$ cat src/design/paq_pkg.sv
// ----------------------------------------------------------------------------
// paq_pkg
// Shared types, codes and helpers for the periodic alarm queue.
// ----------------------------------------------------------------------------
package paq_pkg;

  localparam int TIME_W         = 63;
  localparam int OP_W           = 3;
  localparam int SLOT_W         = 3;
  localparam int NUM_ALARMS_DEF = 8;
  localparam int MAX_RESULTS    = 8;
  localparam int NRES_W         = $clog2(MAX_RESULTS + 1);

  typedef logic [TIME_W-1:0] time_t;
  typedef logic [OP_W-1:0]   op_t;
  typedef logic [SLOT_W-1:0] slot_t;

  localparam op_t OP_SET_REL = 3'd0;
  localparam op_t OP_SET_ABS = 3'd1;
  localparam op_t OP_SET_PER = 3'd2;
  localparam op_t OP_CANCEL  = 3'd3;
  localparam op_t OP_POLL    = 3'd4;

  localparam time_t TIME_MAX = {TIME_W{1'b1}};

  // Saturating sum of two times; the raw sum never wraps in TIME_W+1 bits.
  function automatic time_t sat_add(input time_t a, input time_t b);
    logic [TIME_W:0] s;
    s = {1'b0, a} + {1'b0, b};
    return s[TIME_W] ? TIME_MAX : s[TIME_W-1:0];
  endfunction

endpackage

$ cat src/design/paq_ram.sv
// ----------------------------------------------------------------------------
// paq_ram
// Generic single-clock RAM, one write port, one read port, registered read.
// ----------------------------------------------------------------------------
module paq_ram #(
  parameter int WIDTH = 8,
  parameter int DEPTH = 8
) (
  input  logic                     clk,
  input  logic                     we,
  input  logic [$clog2(DEPTH)-1:0] waddr,
  input  logic [WIDTH-1:0]         wdata,
  input  logic [$clog2(DEPTH)-1:0] raddr,
  output logic [WIDTH-1:0]         rdata
);

  logic [WIDTH-1:0] mem [DEPTH];

  always_ff @(posedge clk) begin
    if (we) begin
      mem[waddr] <= wdata;
    end
    rdata <= mem[raddr];
  end

endmodule

$ cat src/design/periodic_alarm_queue.sv
// ----------------------------------------------------------------------------
// periodic_alarm_queue
// Table of alarm slots with fire times and periods, kept in a queue list.
// ----------------------------------------------------------------------------
// Usage: drive in_* and pulse start while busy is low; the command beat is
// taken at that edge and busy rises on the next cycle. Set, cancel and
// unknown commands give one status beat (out_alarm_fired low). A poll gives
// one beat per due alarm (at most MAX_RESULTS) in queue order, or one status
// beat if none is due. out_last_result marks the final beat of a command.
// Each beat is valid for exactly one cycle on out_valid; the receiver
// cannot stall. Set, absolute set and cancel give their status beat from
// the dispatch step. A periodic set whose start lies in the past first runs
// the remainder step. A poll reads the queued slots in order from the time
// RAM (registered read) and runs the remainder step for each periodic alarm
// that must be caught up past now; the bit-serial remainder unit takes one
// dividend bit per cycle. A new command is taken when busy is low.
// Reset clears the armed flags and the queue length; fire times and periods
// in the RAM stay undefined until written and need no clearing pass.
// ----------------------------------------------------------------------------
module periodic_alarm_queue #(
  parameter int NUM_ALARMS = paq_pkg::NUM_ALARMS_DEF
) (
  input  logic            clk,
  input  logic            rst_n,
  input  logic            start,
  output logic            busy,
  input  paq_pkg::op_t    in_operation,
  input  paq_pkg::slot_t  in_slot,
  input  paq_pkg::time_t  in_current_time,
  input  paq_pkg::time_t  in_time_value,
  input  paq_pkg::time_t  in_period_ticks,
  output logic            out_valid,
  output logic            out_alarm_fired,
  output paq_pkg::slot_t  out_fired_slot,
  output logic            out_was_periodic,
  output logic            out_last_result,
  output logic            out_queue_not_empty
);
  import paq_pkg::*;

  localparam int IDX_W = (NUM_ALARMS > 1) ? $clog2(NUM_ALARMS) : 1;
  localparam int LEN_W = $clog2(NUM_ALARMS + 1);
  localparam int CNT_W = $clog2(TIME_W);

  localparam logic [2:0] ST_IDLE = 3'd0;
  localparam logic [2:0] ST_DISP = 3'd1;
  localparam logic [2:0] ST_PRD  = 3'd2;
  localparam logic [2:0] ST_PCHK = 3'd3;
  localparam logic [2:0] ST_DIV  = 3'd4;
  localparam logic [2:0] ST_FIX  = 3'd5;

  logic [2:0]            state_r, state_nxt;
  op_t                   op_r, op_nxt;
  slot_t                 slot_r, slot_nxt;
  time_t                 now_r, now_nxt, val_r, val_nxt, per_r, per_nxt;
  logic [NUM_ALARMS-1:0] armed_r, armed_nxt;
  logic [IDX_W-1:0]      qo_r [NUM_ALARMS];
  logic [IDX_W-1:0]      qo_nxt [NUM_ALARMS];
  logic [LEN_W-1:0]      len_r, len_nxt;
  logic [LEN_W-1:0]      i_r, i_nxt;
  logic [NRES_W-1:0]     n_r, n_nxt;
  logic [IDX_W-1:0]      a_r, a_nxt;
  logic                  pend_v_r, pend_v_nxt;
  logic [IDX_W-1:0]      pend_slot_r, pend_slot_nxt;
  logic                  pend_per_r, pend_per_nxt;
  time_t                 dq_r, dq_nxt, rem_r, rem_nxt, dsor_r, dsor_nxt;
  logic [CNT_W-1:0]      cnt_r, cnt_nxt;
  logic                  div_poll_r, div_poll_nxt;
  logic                  ov_r, ov_nxt, ofire_r, ofire_nxt, oper_r, oper_nxt;
  logic                  olast_r, olast_nxt, oqne_r, oqne_nxt;
  slot_t                 oslot_r, oslot_nxt;

  // RAM word: fire time in the upper half, period in the lower half
  logic                   ram_we;
  logic [IDX_W-1:0]       ram_waddr, ram_raddr;
  logic [2*TIME_W-1:0]    ram_wdata, ram_rdata;
  time_t                  rd_fire, rd_per;

  // structure edit requests
  logic                   do_link, do_remove, emit_status, do_push, push_per;
  logic [IDX_W-1:0]       link_idx, remove_pos, push_slot, slot_idx;
  logic                   slot_ok;
  time_t                  f_sum, fixed_fire;
  logic [TIME_W:0]        div_t;

  paq_ram #(.WIDTH(2*TIME_W), .DEPTH(NUM_ALARMS)) u_time_ram (
    .clk   (clk),
    .we    (ram_we),
    .waddr (ram_waddr),
    .wdata (ram_wdata),
    .raddr (ram_raddr),
    .rdata (ram_rdata)
  );

  assign rd_fire    = ram_rdata[2*TIME_W-1:TIME_W];
  assign rd_per     = ram_rdata[TIME_W-1:0];
  assign slot_idx   = IDX_W'(slot_r);
  assign slot_ok    = 32'(slot_r) < NUM_ALARMS;
  assign f_sum      = sat_add(rd_fire, rd_per);
  assign fixed_fire = sat_add(now_r - rem_r, dsor_r);
  assign div_t      = {rem_r, dq_r[TIME_W-1]};
  assign busy       = (state_r != ST_IDLE);

  always_comb begin
    logic [IDX_W-1:0] cpos;
    cpos          = '0;
    state_nxt     = state_r;
    op_nxt        = op_r;
    slot_nxt      = slot_r;
    now_nxt       = now_r;
    val_nxt       = val_r;
    per_nxt       = per_r;
    armed_nxt     = armed_r;
    qo_nxt        = qo_r;
    len_nxt       = len_r;
    i_nxt         = i_r;
    n_nxt         = n_r;
    a_nxt         = a_r;
    pend_v_nxt    = pend_v_r;
    pend_slot_nxt = pend_slot_r;
    pend_per_nxt  = pend_per_r;
    dq_nxt        = dq_r;
    rem_nxt       = rem_r;
    dsor_nxt      = dsor_r;
    cnt_nxt       = cnt_r;
    div_poll_nxt  = div_poll_r;
    ov_nxt        = 1'b0;
    ofire_nxt     = ofire_r;
    oslot_nxt     = oslot_r;
    oper_nxt      = oper_r;
    olast_nxt     = olast_r;
    oqne_nxt      = oqne_r;
    ram_we        = 1'b0;
    ram_waddr     = slot_idx;
    ram_wdata     = '0;
    ram_raddr     = qo_r[i_r[IDX_W-1:0]];
    do_link       = 1'b0;
    link_idx      = slot_idx;
    do_remove     = 1'b0;
    remove_pos    = '0;
    emit_status   = 1'b0;
    do_push       = 1'b0;
    push_slot     = a_r;
    push_per      = 1'b0;

    for (int k = 0; k < NUM_ALARMS; k++) begin
      if (32'(k) < 32'(len_r) && qo_r[k] == slot_idx) begin
        cpos = cpos | IDX_W'(k);
      end
    end

    case (state_r)
      ST_IDLE: begin
        if (start) begin
          op_nxt    = in_operation;
          slot_nxt  = in_slot;
          now_nxt   = in_current_time;
          val_nxt   = in_time_value;
          per_nxt   = in_period_ticks;
          state_nxt = ST_DISP;
        end
      end
      ST_DISP: begin
        if (op_r == OP_POLL) begin
          i_nxt      = '0;
          n_nxt      = '0;
          pend_v_nxt = 1'b0;
          state_nxt  = ST_PRD;
        end else if (op_r <= OP_CANCEL && slot_ok) begin
          if (op_r == OP_CANCEL) begin
            if (armed_r[slot_idx]) begin
              armed_nxt[slot_idx] = 1'b0;
              do_remove  = 1'b1;
              remove_pos = cpos;
            end
            emit_status = 1'b1;
            state_nxt   = ST_IDLE;
          end else if (op_r == OP_SET_PER && per_r != '0 && val_r <= now_r) begin
            // start lies in the past: catch up via the remainder
            dq_nxt       = now_r - val_r;
            rem_nxt      = '0;
            cnt_nxt      = '0;
            dsor_nxt     = per_r;
            div_poll_nxt = 1'b0;
            state_nxt    = ST_DIV;
          end else begin
            ram_we = 1'b1;
            case (op_r)
              OP_SET_REL: ram_wdata = {sat_add(now_r, val_r), TIME_W'(0)};
              OP_SET_ABS: ram_wdata = {val_r, TIME_W'(0)};
              default:    ram_wdata = {val_r, per_r};
            endcase
            do_link     = 1'b1;
            emit_status = 1'b1;
            state_nxt   = ST_IDLE;
          end
        end else begin
          emit_status = 1'b1;
          state_nxt   = ST_IDLE;
        end
      end
      ST_PRD: begin
        if (i_r >= len_r || 32'(n_r) == MAX_RESULTS) begin
          if (pend_v_r) begin
            ov_nxt    = 1'b1;
            ofire_nxt = 1'b1;
            oslot_nxt = SLOT_W'(pend_slot_r);
            oper_nxt  = pend_per_r;
            olast_nxt = 1'b1;
            oqne_nxt  = (len_r != '0);
          end else begin
            emit_status = 1'b1;
          end
          state_nxt = ST_IDLE;
        end else begin
          a_nxt     = qo_r[i_r[IDX_W-1:0]];
          state_nxt = ST_PCHK;
        end
      end
      ST_PCHK: begin
        if (armed_r[a_r] && rd_fire <= now_r) begin
          if (rd_per == '0) begin
            // one-shot: disarm and drop from the list, index stays
            armed_nxt[a_r] = 1'b0;
            do_remove  = 1'b1;
            remove_pos = i_r[IDX_W-1:0];
            do_push    = 1'b1;
            state_nxt  = ST_PRD;
          end else if (f_sum <= now_r) begin
            dq_nxt       = now_r - f_sum;
            rem_nxt      = '0;
            cnt_nxt      = '0;
            dsor_nxt     = rd_per;
            div_poll_nxt = 1'b1;
            state_nxt    = ST_DIV;
          end else begin
            ram_we    = 1'b1;
            ram_waddr = a_r;
            ram_wdata = {f_sum, rd_per};
            i_nxt     = i_r + LEN_W'(1);
            do_push   = 1'b1;
            push_per  = 1'b1;
            state_nxt = ST_PRD;
          end
        end else begin
          i_nxt     = i_r + LEN_W'(1);
          state_nxt = ST_PRD;
        end
      end
      ST_DIV: begin
        // one dividend bit per cycle
        dq_nxt  = {dq_r[TIME_W-2:0], 1'b0};
        rem_nxt = (div_t >= {1'b0, dsor_r}) ? TIME_W'(div_t - {1'b0, dsor_r})
                                            : div_t[TIME_W-1:0];
        cnt_nxt = cnt_r + CNT_W'(1);
        if (cnt_r == CNT_W'(TIME_W - 1)) begin
          state_nxt = ST_FIX;
        end
      end
      ST_FIX: begin
        ram_we    = 1'b1;
        ram_wdata = {fixed_fire, dsor_r};
        if (div_poll_r) begin
          ram_waddr = a_r;
          i_nxt     = i_r + LEN_W'(1);
          do_push   = 1'b1;
          push_per  = 1'b1;
          state_nxt = ST_PRD;
        end else begin
          do_link     = 1'b1;
          emit_status = 1'b1;
          state_nxt   = ST_IDLE;
        end
      end
      default: begin
        state_nxt = ST_IDLE;
      end
    endcase

    if (do_remove) begin
      for (int k = 0; k < NUM_ALARMS - 1; k++) begin
        if (IDX_W'(k) >= remove_pos) begin
          qo_nxt[k] = qo_r[k+1];
        end
      end
      len_nxt = len_r - LEN_W'(1);
    end

    if (do_link && !armed_r[link_idx]) begin
      for (int k = 1; k < NUM_ALARMS; k++) begin
        qo_nxt[k] = qo_r[k-1];
      end
      qo_nxt[0] = link_idx;
      len_nxt   = len_r + LEN_W'(1);
    end
    if (do_link) begin
      armed_nxt[link_idx] = 1'b1;
    end

    if (emit_status) begin
      ov_nxt    = 1'b1;
      ofire_nxt = 1'b0;
      oslot_nxt = '0;
      oper_nxt  = 1'b0;
      olast_nxt = 1'b1;
      oqne_nxt  = (len_nxt != '0);
    end

    if (do_push) begin
      // hold the newest beat; release the previous one as not last
      n_nxt = n_r + NRES_W'(1);
      if (pend_v_r) begin
        ov_nxt    = 1'b1;
        ofire_nxt = 1'b1;
        oslot_nxt = SLOT_W'(pend_slot_r);
        oper_nxt  = pend_per_r;
        olast_nxt = 1'b0;
        oqne_nxt  = (len_r != '0);
      end
      pend_v_nxt    = 1'b1;
      pend_slot_nxt = push_slot;
      pend_per_nxt  = push_per;
    end
  end

  always_ff @(posedge clk) begin
    if (!rst_n) begin
      state_r  <= ST_IDLE;
      armed_r  <= '0;
      len_r    <= '0;
      pend_v_r <= 1'b0;
      ov_r     <= 1'b0;
    end else begin
      state_r  <= state_nxt;
      armed_r  <= armed_nxt;
      len_r    <= len_nxt;
      pend_v_r <= pend_v_nxt;
      ov_r     <= ov_nxt;
    end
  end

  always_ff @(posedge clk) begin
    op_r        <= op_nxt;
    slot_r      <= slot_nxt;
    now_r       <= now_nxt;
    val_r       <= val_nxt;
    per_r       <= per_nxt;
    qo_r        <= qo_nxt;
    i_r         <= i_nxt;
    n_r         <= n_nxt;
    a_r         <= a_nxt;
    pend_slot_r <= pend_slot_nxt;
    pend_per_r  <= pend_per_nxt;
    dq_r        <= dq_nxt;
    rem_r       <= rem_nxt;
    dsor_r      <= dsor_nxt;
    cnt_r       <= cnt_nxt;
    div_poll_r  <= div_poll_nxt;
    ofire_r     <= ofire_nxt;
    oslot_r     <= oslot_nxt;
    oper_r      <= oper_nxt;
    olast_r     <= olast_nxt;
    oqne_r      <= oqne_nxt;
  end

  assign out_valid           = ov_r;
  assign out_alarm_fired     = ofire_r;
  assign out_fired_slot      = oslot_r;
  assign out_was_periodic    = oper_r;
  assign out_last_result     = olast_r;
  assign out_queue_not_empty = oqne_r;

`ifndef NO_ASSERTIONS
  a_len_bound: assert property (@(posedge clk) disable iff (!rst_n)
    32'(len_r) <= NUM_ALARMS) else $error("queue length out of range");
  a_len_armed: assert property (@(posedge clk) disable iff (!rst_n)
    $countones(armed_r) == 32'(len_r)) else $error("armed count differs from length");
  a_status_last: assert property (@(posedge clk) disable iff (!rst_n)
    ov_r && !ofire_r |-> olast_r) else $error("status beat not marked last");
  a_accept_busy: assert property (@(posedge clk) disable iff (!rst_n)
    start && !busy |=> busy) else $error("command taken without going busy");
`endif

endmodule
$ cat config.mk
export PLATFORM = sky130hd
export DESIGN_NAME = periodic_alarm_queue
export DESIGN_NICKNAME = d
export VERILOG_FILES = /design/src/design/paq_pkg.sv /design/src/design/paq_ram.sv /design/src/design/periodic_alarm_queue.sv
export SDC_FILE = /design/constraint.sdc
export NUM_CORES = 2
export LEC_CHECK = 0
export ABC_AREA = 1
export ABC_CLOCK_PERIOD_IN_PS = 22700
export BUFFER_PORTS_ARGS = -buffer_cell sky130_fd_sc_hd__buf_2
export CAP_MARGIN = 25
export CORE_MARGIN = 5
export CORE_UTILIZATION = 43
export CTS_CLUSTER_DIAMETER = 40
export DETAILED_ROUTE_END_ITERATION = 7
export PLACE_DENSITY = 0.64
export SLEW_MARGIN = 25
export SYNTH_ARGS = -nofsm -noshare
export SYNTH_HDL_FRONTEND = slang
export SYNTH_HIERARCHICAL = 1
export SYNTH_SLANG_ARGS = --single-unit
$ cat constraint.sdc
create_clock -name clk -period 22.7 [get_ports clk]
set_clock_uncertainty 0.2 [all_clocks]
set_input_delay 4.54 -clock clk [delete_from_list [all_inputs] [get_ports clk]]
set_output_delay 4.54 -clock clk [all_outputs]
set_load 0.01 [all_outputs]
==> load_flow_metrics.sql <==
INSERT INTO impl_metrics (metric_group, metric, value, unit) VALUES
('yosys', 'post_synth_inst_count', '12400', ''),
('sta', 'final_count_of_pins_violating_max_slew', '0', ''),
('power_and_ir_drop', 'leakage', '51.6', 'nW'),
('clock_network', 'cts-root-to-sink-buffers', '4', ''),
('floorplanning', 'initial_core_util', '0.432', ''),
('clock_network', 'cts_max_level', '5', ''),
('setup_path', 'slowest_cell_on_crit_path', 'buf_4', ''),
('detailed_routing', 'drt-wirelength-per-cell', '26.4', 'um'),
('place', 'pre_cts_ws', '13.36', 'ns'),
('floorplanning', 'rows', '176', ''),
('setup_path', 'cp.arrival', '9.99', 'ns'),
('detailed_routing', 'length_of_the_first_detailed_routing_pass_in_iterations', '6', ''),
('detailed_routing', 'drtAntennaViolNets', '0', ''),
('yosys', 'synth_enable_flop_cells', '1438', ''),
('yosys', 'synth_area_per_cell', '8.00', 'sq um'),
('finish', 'final.fill_count', '22500', ''),
('finish', 'design.final.nets', '13400', ''),
('power_and_ir_drop', 'totalPowerFinal', '0.0120', 'W'),
('grt', 'grt_remaining_overflow', '0', ''),
('sta', 'finalCritPeriodShare', '0.426', ''),
('yosys', 'synth_top_cell_area_share', '0.434', ''),
('clock_network', 'number_of_buffers_inserted_during_clock_tree_synthesis', '293', ''),
('clock_network', 'cts_hold_buf', '0', ''),
('detailed_routing', 'post-route-drc-count', '0', ''),
('clock_network', 'cts_root_buffer', 'clkbuf_16', ''),
('power_and_ir_drop', 'p_per_area', '106', 'nW/um^2'),
('grt', 'grt_util_all_layers', '0.337', ''),
('setup_path', 'worstSetupStartpointType', 'register', ''),
('sta', 'hold_viol', '0', ''),
('clock_network', 'clock_insertion_delay_at_the_later_pin_of_the_skew_report', '0.95', 'ns'),
('finish', 'layoutNonFillerInstCount', '16000', ''),
('yosys', 'number_of_distinct_library_cells_after_synthesis', '67', ''),
('setup_path', 'reg2reg_setup_slack', '13.02', 'ns'),
('clock_network', 'post_cts_resize_count', '0', ''),
('setup_path', 'ff2ff_path_depth', '32', ''),
('place', 'hpwlAfterDp', '329', 'mm'),
('clock_network', 'clock_pin_slew_on_the_worst_setup_and_hold_paths', '0.06', 'ns'),
('yosys', 'syn_area', '99600', 'sq um'),
('sta', 'tightestPinTransition', '1.19', 'ns'),
('yosys', 'yosys_warnings', '6', ''),
('detailed_routing', 'dr.first_iter.drc_count', '9627', ''),
('floorplanning', 'floorplan.io_pins', '207', ''),
('yosys', 'synth.top_cells.by_count', '3117 x nand2_1, 2282 x inv_1, 1438 x edfxtp_1', ''),
('detailed_routing', 'detail_route.wirelength', '422', 'mm'),
('finish', 'fraction_of_final_layout_cells_sized_beyond_drive_strength_1', '0.0745', ''),
('clock_network', 'cts_tree', 'done', ''),
('yosys', 'synth-async-reset-ratio', '0', ''),
('sta', 'rsz0062_at_grt', 'false', ''),
('yosys', 'synth.yosys.seq_area_share', '0.464', ''),
('sta', 'timing.final.ws_setup', '13.02', 'ns'),
('status', 'outcome', 'finished clean', ''),
('sta', 'post-route-min-period', '9.68', 'ns'),
('run', 'maxCapViolCount', '0', ''),
('setup_path', 'critical-path-max-stage-delay', '0.70', 'ns'),
('finish', 'ff_latch_area', '46200', 'sq um'),
('setup_path', 'data_required_time_of_the_critical_path', '23.02', 'ns'),
('hold_path', 'hold-path-cell-count', '2', ''),
('floorplanning', 'design.die.area', '241000', 'sq um'),
('clock_network', 'cts_sinks', '1588', ''),
('finish', 'area_growth', '13.9', '%'),
('floorplanning', 'chipHeight', '491', 'um'),
('place', 'placed_area', '104000', 'sq um'),
('place', 'io_buffer_count', '206', ''),
('grt', 'number_of_antenna_violations_at_the_first_check_in_global_routing', '38', ''),
('sta', 'setup_viol', '0', ''),
('hold_path', 'hold_class', 'reg -> reg', ''),
('grt', 'first_global_vias', '81100', ''),
('yosys', 'post-synth-top-area-cell', 'edfxtp_1', ''),
('sta', 'fin_setup_tns', '0', 'ns'),
('power_and_ir_drop', 'ir_drop', '0.0784', 'mV'),
('sta', 'timing.max_slew.rel_slack', '0.204', '');
-- state kept, by name, indices dropped and copies added, names as in the netlist, 3 cells and up --
name	cells
dsor_r	63
a_r	3
cnt_r	6
rem_r	63
n_r	4
now_r	63
out_fired_slot	3
len_r	4
op_r	3
u_time_ram/mem	1008
state_r	3
link_idx	3
armed_r	8
qo_r	24
dq_r	63
per_r	63
val_r	63
u_time_ram/rdata	126
pend_slot_r	3
i_r	4
-- path summary, 6_finish.rpt --
check                     endpoint                  from
max          u_time_ram/mem[4][12]  u_time_ram/rdata[18]
min                     armed_r[2]            armed_r[2]
max reg2reg  u_time_ram/mem[4][12]  u_time_ram/rdata[18]
min reg2reg             armed_r[2]            armed_r[2]
-- cell usage in the layout (no fill, tap or decap), drive strengths merged, types with 10 or more instances in the layout --
master    netlist  final
nand2        3135   3135
inv          2306   2357
edfxtp       1438   1438
nor2          934    934
a21oi         888    888
nand3         885    885
o21ai         707    707
ha            515    515
buf           269    344
clkbuf        104    334
xor2          194    194
dfxtp         150    150
a31oi         119    119
xnor2          99     99
clkinv          2     87
o211ai         84     84
nor3           83     83
o221ai         72     72
nand4          69     69
a21o           65     65
o21a           63     63
nor4           60     60
o21bai         44     44
or2            42     42
bufinv          0     28
a21boi         28     28
clkinvlp        0     19
diode           0     18
and3           12     12
a221oi         10     10
o2111ai        10     10
a211oi         10     10
-- worst max-delay path, delay by kind of cell, from the launching register on --
kind	cells	cell delay, ns
compound gates	6	1.41
fa+ha+maj	2	0.74
buf+inv	9	3.20
flops	1	0.33
simple gates	15	3.16
-- report_power, final --
group / switching (W) / total [W] / internal, W
Clock: 0.00155 / 0.00431 / 0.00275
Sequential: 0.000134 / 0.00347 / 0.00334
Combinational: 0.00306 / 0.00420 / 0.00114
-- kinds of logic after synthesis --
family | count (synthesis) | share of synthesized area
fa+ha+maj | 522 | 0.0661
flops | 1588 | 0.464
compound gates | 2130 | 0.122
xor+xnor | 293 | 0.0258
simple gates | 5232 | 0.216
buf+inv | 2681 | 0.107
-- metrics by stage --
stage	hold slack [ns]	util
floorplan	0.224	-
global placement	0.283	0.450
detailed placement	0.282	0.450
CTS	0.288	0.492
global route	0.309	0.492
finish	0.287	0.492
-- layer usage --
metal  up-vias  part of all wire  global-route usage
li1      41500                 -                   -
met1     41800              0.42               0.460
met2      3901              0.44               0.516
met3       801             0.087              0.0732
met4        10             0.053               0.151
met5         -           0.00017                   0
-- cell type report --
cell class	count	area share
multi-input cells	8177	0.379
repair buffers	348	0.0188
flip-flops and latches	1588	0.407
diodes	18	0.000397
well taps	3026	0.0334
clock buffers	330	0.0673
clock inverters	183	0.0174
inverters	2308	0.0768
Note: power is estimated with default switching activity, not from simulation.
